**src/rtl/vgl_ram.sv**
```systemverilog
// Generic single-write, single-read RAM with registered read data
module vgl_ram #(
	parameter int WIDTH = 2,
	parameter int DEPTH = 1024
) (
	input  logic                     clk,
	input  logic                     we,
	input  logic [$clog2(DEPTH)-1:0] waddr,
	input  logic [WIDTH-1:0]         wdata,
	input  logic [$clog2(DEPTH)-1:0] raddr,
	output logic [WIDTH-1:0]         rdata
);

	logic [WIDTH-1:0] mem_q [DEPTH];
	logic [WIDTH-1:0] rdata_q;

	always_ff @(posedge clk) begin
		if (we) begin
			mem_q[waddr] <= wdata;
		end
		rdata_q <= mem_q[raddr];
	end

	assign rdata = rdata_q;

endmodule

```
**config.mk**
```make
export PLATFORM = sky130hd
export DESIGN_NAME = vgl_ram
export DESIGN_NICKNAME = d
export VERILOG_FILES = /design/src/rtl/vgl_ram.sv
export SDC_FILE = /design/constraint.sdc
export NUM_CORES = 2
export LEC_CHECK = 0
export CORE_MARGIN = 2
export CORE_UTILIZATION = 60
export CTS_BUF_LIST = sky130_fd_sc_hd__clkbuf_4
export CTS_CLUSTER_SIZE = 30
export DETAILED_ROUTE_END_ITERATION = 10
export DONT_BUFFER_PORTS = 1
export MAX_ROUTING_LAYER = met4
export PLACE_DENSITY = 0.76
export REMOVE_ABC_BUFFERS = 1
export SYNTH_ARGS = -nofsm -noshare
export SYNTH_HDL_FRONTEND = slang
export SYNTH_SLANG_ARGS = --single-unit
```
**constraint.sdc**
```tcl
create_clock -name clk -period 3.5 [get_ports clk]
set_clock_uncertainty 0.15 [all_clocks]
set_input_delay 0.175 -clock clk [delete_from_list [all_inputs] [get_ports clk]]
set_output_delay 0.175 -clock clk [all_outputs]
set_load 0.1 [all_outputs]
```
==> flow_summary.toml <==
[synth]
async_reset_ff_share_pct = 0
avgSynthCellArea_um2 = 17.5
netlist_area_um2 = 83800
synth_cell_type_count = 66
ys_ff_latch = 2050
yosysWarnings = 0
ys_seq_area_share_pct = 73.5
yosys_most_used_dff = "edfxtp_1"
synth_edf_count = 2048
synth_cells = 4793

[floorplan]
start_util_pct = 60.3
fp.dieH_um = 378
rows = 137
core-area_um2 = 139000
io_pins = 26
die_w_um = 378
dieArea_um2 = 143000

[route]
firstDrtPassIters = 8
ant_nets = 0
drtIter0Drc = 8299
wirelength_um = 220000
drc = 0
wl_per_cell_um = 29.8
num_vias = 48400
via_per_inst = 6.55

[timing]
max_slew.worst_pin.slew_ns = 3.37
maxSlewViolCount = 454
setup_tns_ns = -0.910
rsz0062_at_grt = "yes"
fmax_mhz = 239
max_slew_margin_pct = -125
setup_slack_ns = -0.679
min_period_ns = 4.18
period_share_pct = 119
setup_violations = 2
hold_violations = 0

[clock_network]
h-tree-depth = 5
root_buffer = "clkbuf_4"
cts_sinks = 2050
cts_setup_buffers = 0
cts_buffers = 484
worstSkewPairLatency_ns = 1.40
clockBufferDepth = 4
cts_tree = "yes"
cts.reportedPaths.clkPinSlew_ns = 0.09

[power_and_ir_drop]
p_seq_share_pct = 56.3
p_switching_w = 0.0108
p_comb_share_pct = 5.3
p_leak_nw = 28.9
p_clk_share_pct = 38.4
p_int_w = 0.0372
p_per_area_nw_per_um2 = 517
p_sw_share_pct = 22.5
vdd_ir_drop_max_mv = 0.377

[finish]
layout_commonest_cell = "edfxtp_1"
drive_gt1_share_pct = 25.4
finalNetCount = 5147
syn_to_final_growth_pct = 10.9
final_cell_mix = "2048 x edfxtp_1, 1052 x nor2_1, 692 x clkbuf_4"
final_core_util_pct = 66.8
design_area_um2 = 92800
final_cells = 7385

[grt]
grt_pass1_vias = 48100
grt_usage_pct = 31.6
grt-ovfl-total = 0
grt_max_degree = 1025
grt_first_pass_wirelength_um = 312000
antenna_found_initial = 9

[critical_path]
required_ns = 4.56
cp_max_fo = 403
worst_r2r_path_depth = 9
timing.rr.start = "mem_q[959][1]$_DFFE_PP_"
worstReg2RegEnd = "rdata[1]$_DFF_P_"
endpoint_kind = "register"
ff2ff_setup_slack_ns = -0.08
arrival_ns = 5.24
crit_type = "in -> reg"
critPathLaunchType = "input port"

[place]
place_inst = 6417
postPlaceCellArea_um2 = 85600
hpwlAfterDp_um = 111000
dpl_worst_slack_ns = 0.175
gp_congestion = 0.881
portBuffers = 0

[worst_hold_path]
worst_hold_path.num_cells = 8
hold_end = "rdata[1]$_DFF_P_"
hold_path.class = "in -> reg"
hp-start = "raddr[0]"

[run]
cap_violations = 0

[run_status]
violations = "max-slew violations, negative setup slack"
outcome = "finished, violations left"
[area by class of cell]
class / instances / area [um^2]
Antenna cell: 13 / 32.5
Clock buffer: 692 / 5190
Clock inverter: 167 / 716
Fill cell: 9073 / 46200
Inverter: 6 / 26.3
Multi-Input combinational cell: 2341 / 20500
Sequential cell: 2050 / 61500
Tap cell: 1876 / 2350
Timing Repair Buffer: 240 / 2510
[cell families after synthesis]
| logic type | share of synthesized area, % |
|---|---|
| DFF | 73.5 |
| and+or+nand+nor | 6.40 |
| muxes | 14.7 |
| buffers and inverters | 2.49 |
| AOI/OAI and AO/OA | 2.98 |
[registers in the layout, summed over array words and instances (netlist names)]
name   count
rdata      2
mem_q   2048
[worst max-delay path by stage]
stage	start	endpoint	depth (start not counted)
6_report	raddr[1]	rdata[1]$_DFF_P_	9
5_1_grt	mem_q[919][1]$_DFFE_PP_	rdata[1]$_DFF_P_	9
4_1_cts	mem_q[919][1]$_DFFE_PP_	rdata[1]$_DFF_P_	9
3_5_place_dp	raddr[0]	rdata[1]$_DFF_P_	8
3_3_place_gp	raddr[0]	rdata[1]$_DFF_P_	8
2_1_floorplan	raddr[1]	rdata[1]$_DFF_P_	7
[synth_stat cells (3+ instances only)]
library cell	number	area share, %
edfxtp_1	2048	73
nor2_1	1054	4.7
mux4_2	449	12
clkbuf_1	239	1.1
mux2i_1	205	2.4
nand2_1	96	0.43
o221ai_1	82	0.86
a21oi_1	70	0.42
buf_1	54	0.24
a22oi_1	45	0.40
nor3_1	45	0.27
o22ai_1	45	0.34
nand3_1	39	0.23
o21ai_0	36	0.22
buf_6	33	0.44
buf_4	28	0.25
buf_2	26	0.16
buf_8	14	0.25
a211oi_1	13	0.12
a221oi_1	13	0.14
a22o_1	13	0.14
nand4_1	13	0.097
nor2b_1	13	0.097
nor3b_1	10	0.090
nor4_1	9	0.067
and3_1	8	0.060
mux2_2	8	0.11
nand2b_1	8	0.060
a31oi_1	7	0.052
and2_1	6	0.045
o31ai_1	5	0.045
inv_1	4	0.018
nand3b_1	4	0.036
a311oi_1	3	0.031
nor4b_1	3	0.031
o311ai_0	3	0.031
[timing repair]
| item | 4_1_cts | 5_1_grt |
|---|---|---|
| gates resized for setup | 0 | 2 |
| hold buffers | 60 | 24 |
| endpoints found under the setup margin | 0 | 4 |
| endpoints found under the hold margin | 4098 | 1212 |
[metal layers]
layer,vias up,GRT usage [%],wire length [um]
met2,3548,46.7,103000
met1,24400,43.0,78200
li1,19900,-,-
met5,-,-,0
met4,0,12.8,9090
met3,528,7.31,29900
[worst max-delay path, cell delays in order]
cell           delay, ns
mux4_2              1.06
mux4_2              0.53
nand2_1             0.10
or4b_1              0.46
nand4b_1            0.22
a31oi_1             0.06
dlygate4sd3_1       0.60
o31ai_2             0.30
nand4_1             0.13
[power groups by stage]
| stage | registers [W] | logic [W] | clock network [W] |
|---|---|---|---|
| 2_1_floorplan | 0.0276 | 0.00103 | 0 |
| 3_3_place_gp | 0.0276 | 0.00165 | 0 |
| 3_5_place_dp | 0.0276 | 0.00167 | 0 |
| 4_1_cts | 0.0270 | 0.00184 | 0.0186 |
| 5_1_grt | 0.0270 | 0.00260 | 0.0198 |
| 6_report | 0.0270 | 0.00256 | 0.0184 |
[stage by stage]
stage | power [W] | hold slack (ns)
after floorplan | 0.0286 | 0.124
after global placement | 0.0292 | 0.264
after detailed placement | 0.0292 | 0.266
after CTS | 0.0475 | -1.09
after global routing | 0.0494 | 0.0301
final | 0.0480 | 0.00421
No activity file was read; power rests on OpenSTA's default activity.
