==> src/rtl/vgl_pkg.sv <==
// Shared types, codes and constants of the voxel grid line-of-sight unit
package vgl_pkg;

	localparam int GRID_X_DEF = 64;
	localparam int GRID_Y_DEF = 64;
	localparam int GRID_Z_DEF = 32;

	localparam int COORD_W = 8;
	localparam int MAG_W   = 8;
	localparam int ACC_W   = 16;
	localparam int CELL_W  = 2;

	typedef enum logic [1:0] {
		OP_UPDATE = 2'd0,
		OP_CLEAR  = 2'd1,
		OP_QUERY  = 2'd2,
		OP_UNUSED = 2'd3
	} opcode_t;

	typedef enum logic [1:0] {
		QS_WALKED    = 2'd0,
		QS_NOT_READY = 2'd1,
		QS_RANGE     = 2'd2,
		QS_UNUSED    = 2'd3
	} qstatus_t;

	localparam logic [CELL_W-1:0] CELL_UNKNOWN  = 2'd0;
	localparam logic [CELL_W-1:0] CELL_FREE     = 2'd1;
	localparam logic [CELL_W-1:0] CELL_OCCUPIED = 2'd2;

	localparam logic [7:0] FREE_MAX_INTENSITY = 8'd25;
	localparam logic [7:0] OCC_MIN_INTENSITY  = 8'd231;

	// One boundary-time comparison: is axis a's next crossing strictly earlier than b's
	typedef struct packed {
		logic [MAG_W-1:0] mag_a;
		logic [MAG_W-1:0] mag_b;
		logic [ACC_W-1:0] acc_ab;
		logic [ACC_W-1:0] acc_ba;
	} tcmp_req_t;

	function automatic logic [MAG_W-1:0] mag_of(input logic [COORD_W:0] d);
		logic [COORD_W:0] n;
		n = -d;
		return d[COORD_W] ? n[MAG_W-1:0] : d[MAG_W-1:0];
	endfunction

endpackage

==> src/rtl/vgl_tcmp.sv <==
// Shared boundary-time comparator of the voxel walk
module vgl_tcmp (
	input  vgl_pkg::tcmp_req_t req,
	output logic               less
);

	always_comb begin
		if (req.mag_a == '0) begin
			less = 1'b0;
		end else if (req.mag_b == '0) begin
			less = 1'b1;
		end else begin
			less = req.acc_ab < req.acc_ba;
		end
	end

endmodule

==> config.mk <==
export PLATFORM = sky130hd
export DESIGN_NAME = vgl_tcmp
export DESIGN_NICKNAME = d
export VERILOG_FILES = /design/src/rtl/vgl_pkg.sv /design/src/rtl/vgl_tcmp.sv
export SDC_FILE = /design/constraint.sdc
export NUM_CORES = 1
export LEC_CHECK = 0
export BUFFER_PORTS_ARGS = -buffer_cell sky130_fd_sc_hd__buf_2
export CAP_MARGIN = 15
export CORE_AREA = 2 2 39 41
export DETAILED_ROUTE_END_ITERATION = 8
export DIE_AREA = 0 0 41 43
export GPL_ROUTABILITY_DRIVEN = 0
export GPL_TIMING_DRIVEN = 0
export PLACE_DENSITY_LB_ADDON = 0.1
export SLEW_MARGIN = 25
export SYNTH_ARGS = -nofsm -noshare
export SYNTH_HDL_FRONTEND = slang
export SYNTH_SLANG_ARGS = --single-unit
==> constraint.sdc <==
create_clock -name vclk -period 2.1
set_input_delay 0.42 -clock vclk [all_inputs]
set_output_delay 0.42 -clock vclk [all_outputs]
set_load 0.03 [all_outputs]
==> flow_summary.json, run 1 <==
{
  "die_w_um": 41,
  "area_growth_pct": 86.8,
  "vias": 595,
  "dieArea_um2": 1760,
  "antennaDiodeCount": 0,
  "synth_area_um2": 447,
  "initial_utilization_pct": 32.3,
  "p_leak_nw": 0.446,
  "wl_per_cell_um": 9.33,
  "nFlopsAndLatches": 0,
  "rsz0062_at_grt": "no",
  "track_usage_pct": 14.2,
  "period_minus_slack_ns": 2.03,
  "p_total_mw": 0.158,
  "regArea_um2": 0,
  "routed_via_density": 4.80,
  "synthDistinctLibCells": 16,
  "required_ns": 1.68,
  "layout_commonest_cell": "buf_2",
  "timing.fmax_mhz": 492,
  "grt_pass1_vias": 561,
  "dp_hpwl_mm": 1.05,
  "fillCellCount": 128,
  "min_from": "req[37]",
  "path_class": "in2out",
  "utilization_pct": 60.3,
  "drt-initial-drc-count": 4,
  "worstPathArrival_ns": 1.61,
  "core_area_um2": 1380,
  "setup_viol": 0,
  "min_delay_path_depth": 5,
  "yosysSeqAreaShare_pct": 0,
  "drc": 0,
  "port_buffers": 49,
  "final_cell_mix": "buf_2, inv_1, ha_1",
  "nets": 173,
  "grt_max_degree": 5,
  "start_kind": "input port",
  "tightest_slew_ns": 0.621,
  "first_pass_iters": 4,
  "wl_mm": 1.16,
  "slew_headroom_pct": 58.2,
  "gr-total-overflow": 0,
  "synth_area_per_cell_um2": 7.57,
  "drive_gt1_share_pct": 60.2,
  "min_to": "less",
  "syn_nets": 122,
  "netlist_instances": 59,
  "postCtsSetupBuffers": 0,
  "status": "complete, no violations",
  "grt_antenna_before_repair": 0,
  "chipHeight_um": 43,
  "antenna_left": 0,
  "powerDensity_nw_per_um2": 189,
  "grt_pass1_wl_mm": 1.91,
  "n_clock_buffer": 0,
  "hold_path.class": "in2out",
  "std_cell_rows": 14,
  "maxSlewViolCount": 0,
  "ios": 49,
  "finalHoldViolations": 0,
  "worstPathMaxFanout": 1,
  "fin_crit_sh_pct": 96.8,
  "ir_drop_mv": 0.0667,
  "cp-end-kind": "primary output",
  "synth_warnings": 0,
  "maxCapViolations": 0
}
==> cells by family after synthesis <==
group	Yosys count	synth area share (%)
fa+ha+maj	15	42.0
buf+inv	15	12.6
simple gates	18	24.4
compound gates	11	21.0
==> worst max-delay path: stages <==
cell and delay [ns]:
buf_2 0.10, inv_2 0.06, ha_4 0.20, a2111oi_4 0.33, nor4_4 0.10, o31ai_4 0.25, buf_6 0.16
==> worst max-delay path by stage <==
stage            start    to  slack, ns  cells after the start
6_report        req[1]  less       0.07                      7
5_1_grt         req[1]  less       0.02                      7
3_3_place_gp   req[15]  less      -0.17                      7
4_1_cts         req[1]  less      0.004                      7
2_1_floorplan  req[15]  less       0.02                      5
3_5_place_dp   req[15]  less      -0.19                      8
==> metrics by stage <==
step / area [µm²] / setup slack [ns] / hold slack [ns] / instances / setup TNS [ns]
2_1_floorplan: 460 / 0.0235 / 1.09 / 59 / 0
3_3_place_gp: 726 / -0.173 / 1.32 / 124 / -0.173
3_5_place_dp: 726 / -0.193 / 1.32 / 124 / -0.193
4_1_cts: 797 / 0.00377 / 1.27 / 124 / 0
5_1_grt: 835 / 0.0164 / 1.30 / 124 / 0
6_report: 835 / 0.0670 / 1.27 / 124 / 0
==> area by class of cell <==
cell class | count | area, µm² | area share [%]
multi-input cells | 44 | 507 | 60.7
repair buffers | 49 | 251 | 30.1
inverters | 15 | 56.3 | 6.75
well taps | 16 | 20.0 | 2.40
==> power breakdown <==
group          leakage (nW)  internal (mW)  switching (mW)
sequential                0              0               0
clock                     0              0               0
combinational         0.446         0.0874          0.0702
==> routing by layer <==
layer,vias to the layer above,GRT usage [%],routed length [µm]
li1,316,-,-
met3,0,0,155
met4,0,0,0
met2,33,27.2,533
met1,246,17.4,468
met5,-,0,0
==> synthesized netlist by cell type <==
| cell type | number | share of area, % |
|---|---|---|
| and4_1 | 2 | 3.9 |
| inv_1 | 15 | 13 |
| o221ai_1 | 1 | 2.0 |
| nand2b_4 | 1 | 3.1 |
| a21oi_1 | 4 | 4.5 |
| o21a_1 | 2 | 3.4 |
| nor4_1 | 5 | 7.0 |
| nor2_1 | 1 | 0.84 |
| ha_1 | 15 | 42 |
| a2111oi_4 | 1 | 6.2 |
| o31ai_1 | 1 | 1.7 |
| nand2_1 | 4 | 3.4 |
| a31oi_1 | 1 | 1.4 |
| nand3_1 | 3 | 3.4 |
| a221oi_1 | 1 | 2.0 |
| nand4_1 | 2 | 2.8 |
==> what timing repair did <==
item | 4_1_cts | 5_1_grt
pin swaps | 3 | 2
resized for setup | 10 | 7
endpoints found under the setup margin | 1 | 1
hold buffers | 0 | 0
Power figures use the tool's default switching activity.
==> inputs of run 2 (changes only) <==
--- a/config.mk
+++ b/config.mk
@@ -5,6 +5,7 @@
 export SDC_FILE = /design/constraint.sdc
 export NUM_CORES = 1
 export LEC_CHECK = 0
+export ABC_AREA = 1
 export BUFFER_PORTS_ARGS = -buffer_cell sky130_fd_sc_hd__buf_2
 export CAP_MARGIN = 15
 export CORE_AREA = 2 2 39 41
@@ -12,7 +13,7 @@
 export DIE_AREA = 0 0 41 43
 export GPL_ROUTABILITY_DRIVEN = 0
 export GPL_TIMING_DRIVEN = 0
-export PLACE_DENSITY_LB_ADDON = 0.1
+export PLACE_DENSITY_LB_ADDON = 0.12
 export SLEW_MARGIN = 25
 export SYNTH_ARGS = -nofsm -noshare
 export SYNTH_HDL_FRONTEND = slang
==> run 2 against run 1 <==
Cell count grew 12%. Worst hold slack lost 0.050 ns. Via count up 1.7%. Sequential cell count is the same. Non-clock buffer count is the same. Combinational power decreased by 25%. Wire length shrank 17%. Critical path type unchanged. Largest cell class unchanged. Highest routed layer unchanged.
==> flow_summary.json, run 2 <==
{
  "stdcell_count": 139,
  "ir_drop_mv": 0.0609,
  "maxSlewViolCount": 0,
  "area_growth_pct": 58.7,
  "port_buffers": 49,
  "place_ws_ns": 0.0872,
  "crit_top_cell": "nand2_1",
  "p_int_mw": 0.0643,
  "routed_via_density": 4.35,
  "p_leak_nw": 0.495,
  "status": "complete, no violations",
  "rsz0062_at_grt": "no",
  "postCtsHoldBufs": 0,
  "grt_pass1_vias": 500,
  "required_ns": 1.68,
  "cp_slowest_cell": "ha_1",
  "final_cell_mix": "buf_2, inv_1, nand2_1",
  "nets": 188,
  "regArea_um2": 0,
  "fillCellCount": 160,
  "dieArea_um2": 1760,
  "grt_antenna_before_repair": 0,
  "fin_crit_sh_pct": 95.1,
  "ios": 49,
  "die_w_um": 41,
  "track_usage_pct": 11.9,
  "initial_utilization_pct": 32.6,
  "drt-initial-drc-count": 2,
  "wl_per_cell_um": 6.94,
  "timing.fmax_mhz": 501,
  "chipHeight_um": 43,
  "synth_top_area_share_pct": 41.6,
  "cp_cell_sequence": "buf_2, inv_1, ha_1, a21oi_1, nor2_1, nor3_2, nand2_1, nand2_1, nand2_1, a21oi_2, buf_2",
  "p_seq_share_pct": 0,
  "fin_ws_ns": 0.104,
  "setup_viol": 0,
  "hold_path.class": "in2out",
  "p_sw_share_pct": 46.1,
  "maxCapViolations": 0,
  "clkPwrFrac_pct": 0,
  "synthDistinctLibCells": 12,
  "yosys.area.top_type": "ha_1",
  "worstPathMaxFanout": 2,
  "cp-end-kind": "primary output",
  "dp_hpwl_um": 977,
  "worst-path-buf-inv": 3,
  "crit_family": "simple AND/OR/NAND/NOR gates",
  "vias": 605,
  "finalSetupTns_ns": 0,
  "first_pass_iters": 4,
  "gr-total-overflow": 0,
  "power_switching_mw": 0.0551,
  "synth_area_um2": 452,
  "grt_max_degree": 3,
  "layout_commonest_cell": "buf_2",
  "std_cell_rows": 14,
  "worstPathArrival_ns": 1.58,
  "synth_warnings": 0,
  "netlist_top_cells_count": "inv_1, nand2_1, ha_1",
  "antenna_left": 0,
  "yosysSeqAreaShare_pct": 0,
  "nFlopsAndLatches": 0,
  "synth_area_per_cell_um2": 6.10,
  "tightest_slew_ns": 0.229,
  "hold_ws_ns": 1.22,
  "grt_pass1_wl_mm": 1.64,
  "core_area_um2": 1380,
  "p_comb_share_pct": 100.0,
  "ys_top_cells_by_area": "ha_1, inv_1, nand2_1",
  "syn_nets": 137,
  "period_minus_slack_ns": 2.00,
  "place_inst": 139,
  "finalHoldViolations": 0,
  "drive_gt1_share_pct": 44.7,
  "cts_resized": 0,
  "postCtsSetupBuffers": 0,
  "powerDensity_nw_per_um2": 166,
  "netlist_instances": 74,
  "slowest_delay_ns": 0.29,
  "path_class": "in2out",
  "n_clock_buffer": 0,
  "yosysMostFrequentCell": "inv_1",
  "start_kind": "input port",
  "drc": 0,
  "slew_headroom_pct": 84.6,
  "wl_um": 964,
  "antennaDiodeCount": 0
}
[run 2: metrics by stage]
step,instance area [µm²],utilization (%),total power [mW]
floorplan,452,-,0.0653
global placement,717,51.8,0.118
detailed placement,717,51.8,0.122
CTS,717,51.8,0.123
global route,717,51.8,0.140
finish,717,51.8,0.119
[run 2: layout make-up]
cell class                      count  area (µm²)  share of cell area (%)
Multi-Input combinational cell     53         373                    52.0
Timing Repair Buffer               49         245                    34.2
Inverter                           21        78.8                    11.0
Tap cell                           16        20.0                    2.79
[run 2: final timing paths]
| path | from | to | slack, ns | cells past startpoint |
|---|---|---|---|---|
| worst min-delay path | req[38] | less | 1.22 | 5 |
| worst max-delay path | req[5] | less | 0.10 | 11 |
[run 2: power groups by stage]
stage	Combinational, mW	Sequential [mW]	Clock, mW
after floorplan	0.0653	0	0
after global placement	0.118	0	0
after detailed placement	0.122	0	0
after CTS	0.123	0	0
after global routing	0.140	0	0
final	0.119	0	0
[run 2: logic make-up after synthesis]
| family | synth area share (%) |
|---|---|
| AOI/OAI and AO/OA | 12.7 |
| buffers and inverters | 17.5 |
| and+or+nand+nor | 28.3 |
| adders and majority gates | 41.6 |
[run 2: worst min-delay path, delay by kind of cell]
family,cells,cell delay [ns]
buffers and inverters,2,0.24
AND/OR/NAND/NOR,2,0.09
AO/OA/AOI/OAI,1,0.05
[run 2: metal layers]
metal  part of all wire, %  vias up  track usage [%]
li1                      -      334                -
met1                    42      254             13.9
met2                    52       17             23.4
met3                   5.9        0                0
met4                     0        0                0
met5                     0        -                0
==> inputs of run 3 (changes only) <==
--- a/config.mk
+++ b/config.mk
@@ -5,7 +5,6 @@
 export SDC_FILE = /design/constraint.sdc
 export NUM_CORES = 1
 export LEC_CHECK = 0
-export ABC_AREA = 1
 export BUFFER_PORTS_ARGS = -buffer_cell sky130_fd_sc_hd__buf_2
 export CAP_MARGIN = 15
 export CORE_AREA = 2 2 39 41
==> run 3 against run 2 <==
Critical path depth shrank 4. Power grew 40%. Global-route usage grew 0.40 points. Sequential cell count is the same. Sequential share of layout area is the same. Non-clock buffer count is the same. Worst hold slack gained 0.056 ns. Core utilization grew 10 points. Combinational power grew 40%. Critical path type unchanged.
==> flow_summary.json, run 3 (synthesis gave the netlist of run 1 again) <==
{
  "status": "complete, no violations",
  "antenna_left": 0,
  "ir_drop_mv": 0.0721,
  "postCtsHoldBufs": 0,
  "ios": 49,
  "required_ns": 1.68,
  "drt-initial-drc-count": 0,
  "dpl_cell_area_um2": 726,
  "stdcell_count": 124,
  "powerDensity_nw_per_um2": 194,
  "p_sw_share_pct": 43.4,
  "gr-total-overflow": 0,
  "drc": 0,
  "final_cell_mix": "buf_2, inv_1, ha_1",
  "period_minus_slack_ns": 2.05,
  "slew_headroom_pct": 57.9,
  "timing.fmax_mhz": 489,
  "place_inst": 124,
  "design_area_um2": 862,
  "drive_gt1_share_pct": 64.8,
  "p_seq_share_pct": 0,
  "std_cell_rows": 14,
  "grt_antenna_before_repair": 0,
  "wl_per_cell_um": 9.79,
  "vias": 611,
  "start_kind": "input port",
  "dp_hpwl_um": 977,
  "dieArea_um2": 1760,
  "die_w_um": 41,
  "wl_mm": 1.21,
  "p_comb_share_pct": 100.0,
  "path_class": "in2out",
  "finalHoldViolations": 0,
  "multiInputGateArea_um2": 515,
  "hold_path.class": "in2out",
  "port_buffers": 49,
  "grt_pass1_vias": 506,
  "antennaDiodeCount": 0,
  "cp-end-kind": "primary output",
  "nets": 173,
  "regArea_um2": 0,
  "track_usage_pct": 12.3,
  "grt_pass1_wl_mm": 1.66,
  "clkPwrFrac_pct": 0,
  "p_leak_nw": 0.449,
  "postCtsSetupBuffers": 0,
  "area_growth_pct": 93.0,
  "nFlopsAndLatches": 0,
  "power_switching_mw": 0.0727,
  "routed_via_density": 4.93,
  "fin_crit_sh_pct": 97.4,
  "maxCapViolations": 0,
  "tightest_slew_ns": 0.626,
  "layout_commonest_cell": "buf_2",
  "p_int_mw": 0.0947,
  "hold_ws_ns": 1.28,
  "setup_viol": 0,
  "core_area_um2": 1380,
  "worstPathArrival_ns": 1.63,
  "maxSlewViolCount": 0,
  "first_pass_iters": 1,
  "fillCellCount": 123,
  "n_clock_buffer": 0,
  "chipHeight_um": 43,
  "initial_utilization_pct": 32.3,
  "worstPathMaxFanout": 2,
  "grt_max_degree": 5
}
==> run 3: cell types whose count changed in the layout (fill, tap and decap cells not counted), moves of 3 or more <==
| cell | previous run | this run |
|---|---|---|
| buf_2 | 49 | 45 |
| nand2_1 | 18 | 3 |
| ha_4 | 0 | 4 |
| inv_1 | 19 | 11 |
| buf_6 | 0 | 4 |
| a21oi_1 | 6 | 2 |
| ha_1 | 15 | 10 |
| nor2_1 | 3 | 0 |
==> run 3: path summary, 6_finish.rpt <==
check,from,endpoint,slack [ns],depth (start not counted)
worst max-delay path,req[30],less,0.05,7
worst min-delay path,req[37],less,1.28,5
==> run 3: layout make-up <==
| type | instances | share of cell area, % |
|---|---|---|
| inverters | 15 | 6.53 |
| multi-input cells | 44 | 59.8 |
| repair buffers | 49 | 31.3 |
| well taps | 16 | 2.32 |
==> run 3: repair_timing <==
action,in CTS,in global routing
resized for setup,10,15
pin swaps,6,9
hold endpoints to repair,0,0
endpoints found under the setup margin,1,1
==> run 3: metal layers <==
layer / up-vias / GRT usage (%) / wire length (µm)
li1: 316 / - / -
met2: 33 / 25.0 / 653
met3: 0 / 0 / 116
met1: 262 / 13.6 / 443
met4: 0 / 0 / 0
met5: - / 0 / 0
==> run 3: stage by stage <==
stage	worst slack [ns]	total power, mW	setup TNS (ns)	util (%)
after floorplan	0.0235	0.0712	0	-
after global placement	-0.204	0.126	-0.204	52.4
after detailed placement	-0.229	0.129	-0.229	52.4
after CTS	0.00292	0.144	0	56.4
after global routing	-0.0243	0.187	-0.0243	62.3
final	0.0548	0.167	0	62.3
==> run 3: worst max-delay path: stages <==
cell	delay, ns
buf_2	0.10
ha_1	0.31
and4_4	0.20
nand3_2	0.07
o221ai_2	0.11
o31ai_4	0.25
buf_6	0.16
==> run 3: power groups by stage <==
stage	Sequential, mW	Clock, mW	Combinational [mW]
final	0	0	0.167
after CTS	0	0	0.144
after floorplan	0	0	0.0712
after detailed placement	0	0	0.129
after global placement	0	0	0.126
after global routing	0	0	0.187
